--- config.mk ---
export PLATFORM = sky130hd
export DESIGN_NAME = stable_priority_queue
export DESIGN_NICKNAME = d
export VERILOG_FILES = /design/src/design/spq_pkg.sv /design/src/design/spq_cell.sv /design/src/design/stable_priority_queue.sv
export SDC_FILE = /design/constraint.sdc
export NUM_CORES = 2
export LEC_CHECK = 0
export CAP_MARGIN = 15
export CORE_ASPECT_RATIO = 1.1
export CORE_MARGIN = 4
export CORE_UTILIZATION = 60
export DETAILED_ROUTE_END_ITERATION = 10
export DONT_BUFFER_PORTS = 1
export PLACE_DENSITY = 0.86
export SETUP_SLACK_MARGIN = 0.3
export SYNTH_ARGS = -nofsm -noshare
export SYNTH_HDL_FRONTEND = slang
export SYNTH_SLANG_ARGS = --single-unit
--- constraint.sdc ---
create_clock -name clk -period 19 [get_ports clk]
set_input_delay 0.95 -clock clk [delete_from_list [all_inputs] [get_ports clk]]
set_output_delay 0.95 -clock clk [all_outputs]
set_load 0.02 [all_outputs]
--- src/design/spq_pkg.sv ---
// shared types and constants of the stable priority queue
package spq_pkg;

    localparam int CAPACITY = 16;
    localparam int VALUE_W  = 32;
    localparam int PRIO_W   = 16;
    localparam int CNT_W    = $clog2(CAPACITY + 1);
    localparam int OCC_W    = 5;

    typedef enum logic
    {
        OP_INSERT = 1'b0,
        OP_DELETE = 1'b1
    } op_t;

    typedef enum logic [1:0]
    {
        ST_DONE  = 2'd0,
        ST_EMPTY = 2'd1,
        ST_FULL  = 2'd2
    } status_t;

    typedef struct packed
    {
        logic signed [VALUE_W-1:0] value;
        logic signed [PRIO_W-1:0]  prio;
    } entry_t;

    // broadcast to every cell of the row
    typedef struct packed
    {
        logic               ins;
        logic               del;
        entry_t             item;
        logic [CNT_W-1:0]   count;
    } cell_cmd_t;

endpackage

--- src/design/spq_cell.sv ---
// one slot of the sorted row: holds an entry and shifts left or right
module spq_cell
(
    input  logic                     clk,
    input  logic [spq_pkg::CNT_W-1:0] idx,
    input  spq_pkg::cell_cmd_t       cmd,
    input  logic                     left_place,
    input  spq_pkg::entry_t          left_entry,
    input  spq_pkg::entry_t          right_entry,
    output logic                     place,
    output spq_pkg::entry_t          entry
);

    spq_pkg::entry_t entry_reg;
    spq_pkg::entry_t entry_next;
    logic            occupied;

    // new item lands at or before this slot
    assign occupied = idx < cmd.count;
    assign place    = !occupied || (entry_reg.prio > cmd.item.prio);
    assign entry    = entry_reg;

    always_comb
    begin
        entry_next = entry_reg;
        if (cmd.ins)
        begin
            if (left_place)
            begin
                entry_next = left_entry;
            end
            else if (place)
            begin
                entry_next = cmd.item;
            end
        end
        else if (cmd.del)
        begin
            entry_next = right_entry;
        end
    end

    always_ff @(posedge clk)
    begin
        entry_reg <= entry_next;
    end

endmodule

--- src/design/stable_priority_queue.sv ---
// top level: stable sorted priority queue built from a row of slot cells
// result: the strobe for a request is registered and rises in the cycle after the request is taken
// throughput: one request per cycle, busy stays low; every cell updates in parallel
// reset: rst_n clears the entry count and the result strobe, slot contents are left as they are
// the receiver cannot stall, each result is shown for exactly one cycle
module stable_priority_queue
(
    input  logic                                clk,
    input  logic                                rst_n,
    input  logic                                start,
    output logic                                busy,
    input  logic                                operation,
    input  logic signed [spq_pkg::VALUE_W-1:0]  value,
    input  logic signed [spq_pkg::PRIO_W-1:0]   priority_req,
    output logic                                done,
    output logic signed [spq_pkg::VALUE_W-1:0]  removed_value,
    output logic [1:0]                          status,
    output logic [spq_pkg::OCC_W-1:0]           occupancy
);

    // slot count and result registers
    logic [spq_pkg::CNT_W-1:0]          count_reg;
    logic [spq_pkg::CNT_W-1:0]          count_next;
    logic                               done_reg;
    logic signed [spq_pkg::VALUE_W-1:0] removed_reg;
    logic signed [spq_pkg::VALUE_W-1:0] removed_next;
    spq_pkg::status_t                   status_reg;
    spq_pkg::status_t                   status_next;
    logic [spq_pkg::OCC_W-1:0]          occupancy_reg;

    logic               accept;
    logic               full;
    logic               empty;
    spq_pkg::cell_cmd_t cmd;

    // the row of cells and the links between neighbours
    logic            place_w [spq_pkg::CAPACITY];
    spq_pkg::entry_t entry_w [spq_pkg::CAPACITY];

    // every cell updates in parallel, so a request is never held off
    assign busy   = 1'b0;
    assign accept = start && !busy;
    assign full   = count_reg == spq_pkg::CNT_W'(spq_pkg::CAPACITY);
    assign empty  = count_reg == '0;

    always_comb
    begin
        cmd.ins        = accept && (spq_pkg::op_t'(operation) == spq_pkg::OP_INSERT) && !full;
        cmd.del        = accept && (spq_pkg::op_t'(operation) == spq_pkg::OP_DELETE) && !empty;
        cmd.item.value = value;
        cmd.item.prio  = priority_req;
        cmd.count      = count_reg;
    end

    // result of the current request
    always_comb
    begin
        count_next   = count_reg;
        removed_next = '0;
        status_next  = spq_pkg::ST_DONE;
        if (spq_pkg::op_t'(operation) == spq_pkg::OP_INSERT)
        begin
            if (full)
            begin
                status_next = spq_pkg::ST_FULL;
            end
            else
            begin
                count_next = count_reg + 1'b1;
            end
        end
        else
        begin
            if (empty)
            begin
                status_next = spq_pkg::ST_EMPTY;
            end
            else
            begin
                // front cell holds the lowest priority, oldest first
                removed_next = entry_w[0].value;
                count_next   = count_reg - 1'b1;
            end
        end
    end

    genvar gi;
    generate
        for (gi = 0; gi < spq_pkg::CAPACITY; gi++)
        begin : g_cell
            logic            left_place;
            spq_pkg::entry_t left_entry;
            spq_pkg::entry_t right_entry;

            if (gi == 0)
            begin : g_first
                // nothing to the left: the front cell never takes a shifted entry
                assign left_place = 1'b0;
                assign left_entry = entry_w[0];
            end
            else
            begin : g_mid
                assign left_place = place_w[gi-1];
                assign left_entry = entry_w[gi-1];
            end

            if (gi == spq_pkg::CAPACITY - 1)
            begin : g_last
                // last slot falls out of use on delete, contents do not matter
                assign right_entry = entry_w[gi];
            end
            else
            begin : g_inner
                assign right_entry = entry_w[gi+1];
            end

            spq_cell u_cell
            (
                .clk         (clk),
                .idx         (spq_pkg::CNT_W'(gi)),
                .cmd         (cmd),
                .left_place  (left_place),
                .left_entry  (left_entry),
                .right_entry (right_entry),
                .place       (place_w[gi]),
                .entry       (entry_w[gi])
            );
        end
    endgenerate

    // control state
    always_ff @(posedge clk or negedge rst_n)
    begin
        if (!rst_n)
        begin
            count_reg <= '0;
            done_reg  <= 1'b0;
        end
        else
        begin
            done_reg <= accept;
            if (accept)
            begin
                count_reg <= count_next;
            end
        end
    end

    // result payload, only meaningful alongside the strobe
    always_ff @(posedge clk)
    begin
        if (accept)
        begin
            removed_reg   <= removed_next;
            status_reg    <= status_next;
            occupancy_reg <= spq_pkg::OCC_W'(count_next);
        end
    end

    assign done          = done_reg;
    assign removed_value = removed_reg;
    assign status        = status_reg;
    assign occupancy     = occupancy_reg;

endmodule

After elaboration in Yosys (flattened, before gate mapping):

Index checks and enable logic that the tools add are counted.

* output and inout bits: 41
* register bits: 813
* input port bits: 52

* bitwise operators: 1
* magnitude comparators: 32
* reductions and logical operators: 58
* equal/unequal tests: 16
* mux-type cells: 67
* $add $sub $neg: 2

Operator list (count)
* $mux 48: 61
* $gt 16x16->1: 16
* $ne 3x1->1 const B: 14
* $lt 4x5->1 const A: 8
* $reduce_and 2->1: 16
* $lt 3x5->1 const A: 4
* $logic_not 1->1: 18
* $logic_or 1x1->1: 16
* $mux 5: 3
* $lt 1x5->1 const A: 2
* $lt 2x5->1 const A: 2
* $add 5x1->5 const B: 1
* $eq 5x5->1 const B: 1
* $logic_not 5->1: 1
* $sub 5x1->5 const B: 1
* $logic_and 1x1->1: 4
* $mux 2: 2
* $reduce_bool 2->1: 2
* $ne 2x1->1 const B: 1
* $reduce_or 2->1: 1
* $mux 1: 1
* $not 1->1: 1

Logic depth before layout (Yosys ltp):

* word-level depth: 6
* gate-level depth with buffers: 14
* gate-level depth less buffers: 9

Hierarchy:

From an unflattened synthesis, not the netlist that was laid out.

* cell total of the unflattened synthesis: 4667
* area total of the unflattened synthesis: 49282.3 µm²

Modules (own cells, without submodules)
* spq_cell at g_cell[0].u_cell ...: instances 9, sequential area each 1441.4 µm², cells an instance 284, area each 2955.3 µm²
* spq_cell at g_cell[3].u_cell ...: instances 7, sequential area each 1441.4 µm², cells an instance 281, area each 2959.1 µm²
* stable_priority_queue: instances 1, sequential area each 1321.3 µm², cells an instance 144, area each 1970.6 µm²

Least setup slack after synthesis:

No wires, ideal clock.

* path kind: input to register
* start: input priority_req[1] (netlist name)
* end: register g_cell[6].u_cell.entry_reg (netlist bit g_cell[6].u_cell.entry[0]), enable pin
* arrival time: 6.877 ns
* setup slack: 11.597 ns
* path buffers: 3
* setup time: 0.526 ns
* required time: 18.474 ns
* stages: 11
* cells stage by stage: clkbuf_1 -> inv_1 -> ha_1 -> nor2b_1 -> o21a_1 -> o21a_1 -> o21a_1 -> o41a_1 -> clkbuf_1 -> clkbuf_1 -> o31ai_1

* cells in the longest elaborated chain, start to end: 4

RTL lines
* from (decl): line stable_priority_queue.sv:14 `input logic signed [spq_pkg::PRIO_W-1:0] priority_req,`
* $gt 16x16->1: line spq_cell.sv:20 `assign place = !occupied || (entry_reg.prio > cmd.item.prio);`
* $logic_or 1x1->1: line spq_cell.sv:20
* $ne 3x1->1 (no line) (*)
* $reduce_and 2->1 (no line) (*)
* to (signal assigned): line spq_cell.sv:45 `entry_reg <= entry_next;`
* to (decl): line spq_cell.sv:14 `spq_pkg::entry_t entry_reg;`

Every way passes the cells marked *; elsewhere a longest branch is shown, timed or not.
A chain may end at the register's enable or synchronous reset.

==> flow_summary.toml <==
[outcome]
status = "finished, final reports clean"

[finish]
fill_cells = 5763
layout-drive-gt1-share = 0.0834
fin_nets = 4605
final_cells = 5403
syn2layout_area_growth_pct = 7.28
largest_register_ff_count = 768

[power]
cellPowerDensity_nw_per_um2 = 154
p_sw_w = 0.00321
switching_share = 0.408
vdd_drop_max_mv = 0.140
combPwrFrac = 0.381
power.total_w = 0.00787
clockPowerShare = 0.217
intPower_w = 0.00466
total_leakage_power_nw = 18.9
pwr-share-seq = 0.402

[timing]
fin_setup_tns_ns = 0
fmax_mhz = 178
rsz0062_at_grt = "no"
tightest_slew_ns = 1.36
finalCritPeriodShare = 0.296
finClkSkew_ns = 0.0354
post-route-min-period_ns = 5.63
hold-worst-slack_ns = 0.358
setup_ws_ns = 13.37
setup_viol = 0
hold_viol = 0
drv_slew = 0
slew_headroom = 0.0959

[clock_tree]
clk_pin_slew_ns = 0.07
htreeDepth = 3
cts-buffers-inserted = 85
post_cts_resized = 0
cts-root-buf = "clkbuf_16"
cts_tree = "yes"
clkSinkCount = 813
clock_latency_ns = 0.68
clockBufferDepth = 3

[setup_path]
reg2regPathDepth = 11
worstSetupStartpointType = "register"
crit_path_cell_trace = "inv_1, ha_1, nor3b_1, nand2_1, and3b_4, buf_4, buf_4, buf_12, nand2_1, inv_1, a221o_1"
crit_buf_inv = 5
arrival_ns = 6.15
required_ns = 19.52
max_stage_delay_ns = 0.83
cp_max_fo = 214
end_kind = "register"
cp_top_family = "buffers and inverters"
crit_type = "reg2reg"
cp.depth = 11
crit_path_top_delay_cell = "and3b_4"

[placement]
port_buffers = 0
placed_cells = 5235
hpwl_microns = 96900
place_ws_ns = 12.98
gp_routability_congestion = 1.05

[drt]
dr.pass1.iters = 8
viasPerCell = 7.39
drtAntennaViolNets = 0
drc = 0
wl_per_cell_microns = 30.4
totalWireLength_microns = 165000
vias = 39950
drtIter0Drc = 7248

[logic_synthesis]
yosysMostFrequentCell = "edfxtp_1"
synth.distinct_cells = 69
avgSynthCellArea_sq_um = 10.5
synth_area_leaders = "edfxtp_1 51%, ha_1 6.8%, mux2i_1 5.1%"
synth_ff_type = "edfxtp_1"
async_reset_ff_frac = 0.00738
yosysTopAreaCell = "edfxtp_1"
netlist_top_cells_count = "807 x edfxtp_1, 613 x nor2_1, 391 x nand2_1"
synth_fp_nets = 4846
yosysWarnings = 0
syn_area_sq_um = 47500
syn_inst = 4535
ys_ff_latch = 813
yosysTopAreaCellShare = 0.510
ys_seq_area_frac = 0.513
synth_edf_count = 807

[grt]
grt_pass1_vias = 38037
grtUsageTotal = 0.379
grt_max_degree = 226
overflow = 0
antenna_found_initial = 4
grt_pass1_wl_microns = 240000

[floorplanning]
fp.dieW_microns = 276
start_util = 0.610
die_h_microns = 303
rows = 107
ios = 93
die-area_sq_um = 83800
core_area_sq_um = 77900

[hold_path]
min_path_cells = 0
min-delay-path-class = "in2reg"

[flow_run]
drv_cap = 0
[layer usage]
metal / global-route usage / routed length (microns)
met2: 0.573 / 71000
met1: 0.485 / 56900
met4: 0.250 / 12900
met3: 0.102 / 23800
met5: 0 / 0
[cells by family (layout without fill, tap and decap cells)]
kind of cell / Yosys count / in the layout / synth area share
other: 1 / 5 / 0.0000789
flip-flops: 813 / 813 / 0.513
AO/OA/AOI/OAI: 1143 / 1143 / 0.171
buffers and inverters: 462 / 291 / 0.0400
XOR/XNOR: 4 / 4 / 0.000737
adder cells (fa/ha/maj): 259 / 259 / 0.0682
multiplexers: 293 / 293 / 0.0630
AND/OR/NAND/NOR: 1560 / 1560 / 0.143
[cell type report]
class,instances,area (sq um),share of cell area
inverters,66,248,0.00486
clock buffers,97,2170,0.0426
diodes,4,10.0,0.000196
well taps,1035,1290,0.0254
clock inverters,60,598,0.0117
multi-input cells,3260,21600,0.424
repair buffers,68,661,0.0130
flip-flops and latches,813,24400,0.478
[layout by cell type (no fill, tap or decap), types with 50 or more instances in the layout]
| cell | count |
|---|---|
| a21oi_1 | 330 |
| edfxtp_1 | 807 |
| a221o_1 | 51 |
| clkbuf_16 | 85 |
| o211ai_1 | 154 |
| a31oi_1 | 51 |
| buf_4 | 56 |
| o221a_2 | 77 |
| nand2_1 | 385 |
| nand3_1 | 160 |
| mux2i_1 | 242 |
| nand2b_1 | 54 |
| nor3_1 | 210 |
| nor2_1 | 613 |
| o31a_1 | 50 |
| o21ai_0 | 82 |
| ha_1 | 259 |
| inv_1 | 66 |
| mux2_2 | 50 |
| o21a_1 | 60 |
| o22ai_1 | 52 |
[per-stage QoR]
stage,instance area [sq um],utilization
after floorplan,47500,-
after global routing,51000,0.654
after detailed placement,48000,0.617
final,51000,0.654
after global placement,48000,0.616
after CTS,50800,0.652
[power groups by stage]
stage	Combinational, W	Sequential (W)	Clock, W
2_1_floorplan	0.00191	0.00300	0
3_3_place_gp	0.00273	0.00315	0
3_5_place_dp	0.00282	0.00317	0
4_1_cts	0.00284	0.00314	0.00170
5_1_grt	0.00310	0.00320	0.00178
6_report	0.00300	0.00317	0.00171
[path summary, 6_finish.rpt]
| kind | slack [ns] | startpoint | endpoint |
|---|---|---|---|
| worst max-delay path | 13.37 | count_reg[1] | g_cell[1].u_cell.entry[10] |
| worst min-delay path | 0.36 | start | done |
| worst max register to register | 13.37 | count_reg[1] | g_cell[1].u_cell.entry[10] |
| worst min register to register | 0.54 | g_cell[15].u_cell.entry[44] | g_cell[14].u_cell.entry[44] |
| max in group asynchronous | 17.87 | rst_n | done |
| min in group asynchronous | 0.72 | rst_n | count_reg[2] |
[what timing repair did]
action,in CTS,in global routing
buffers inserted,0,0
endpoints found under the hold margin,6,0
hold buffers,1,0
setup endpoints to repair,0,0
Power figures use the tool's default switching activity.
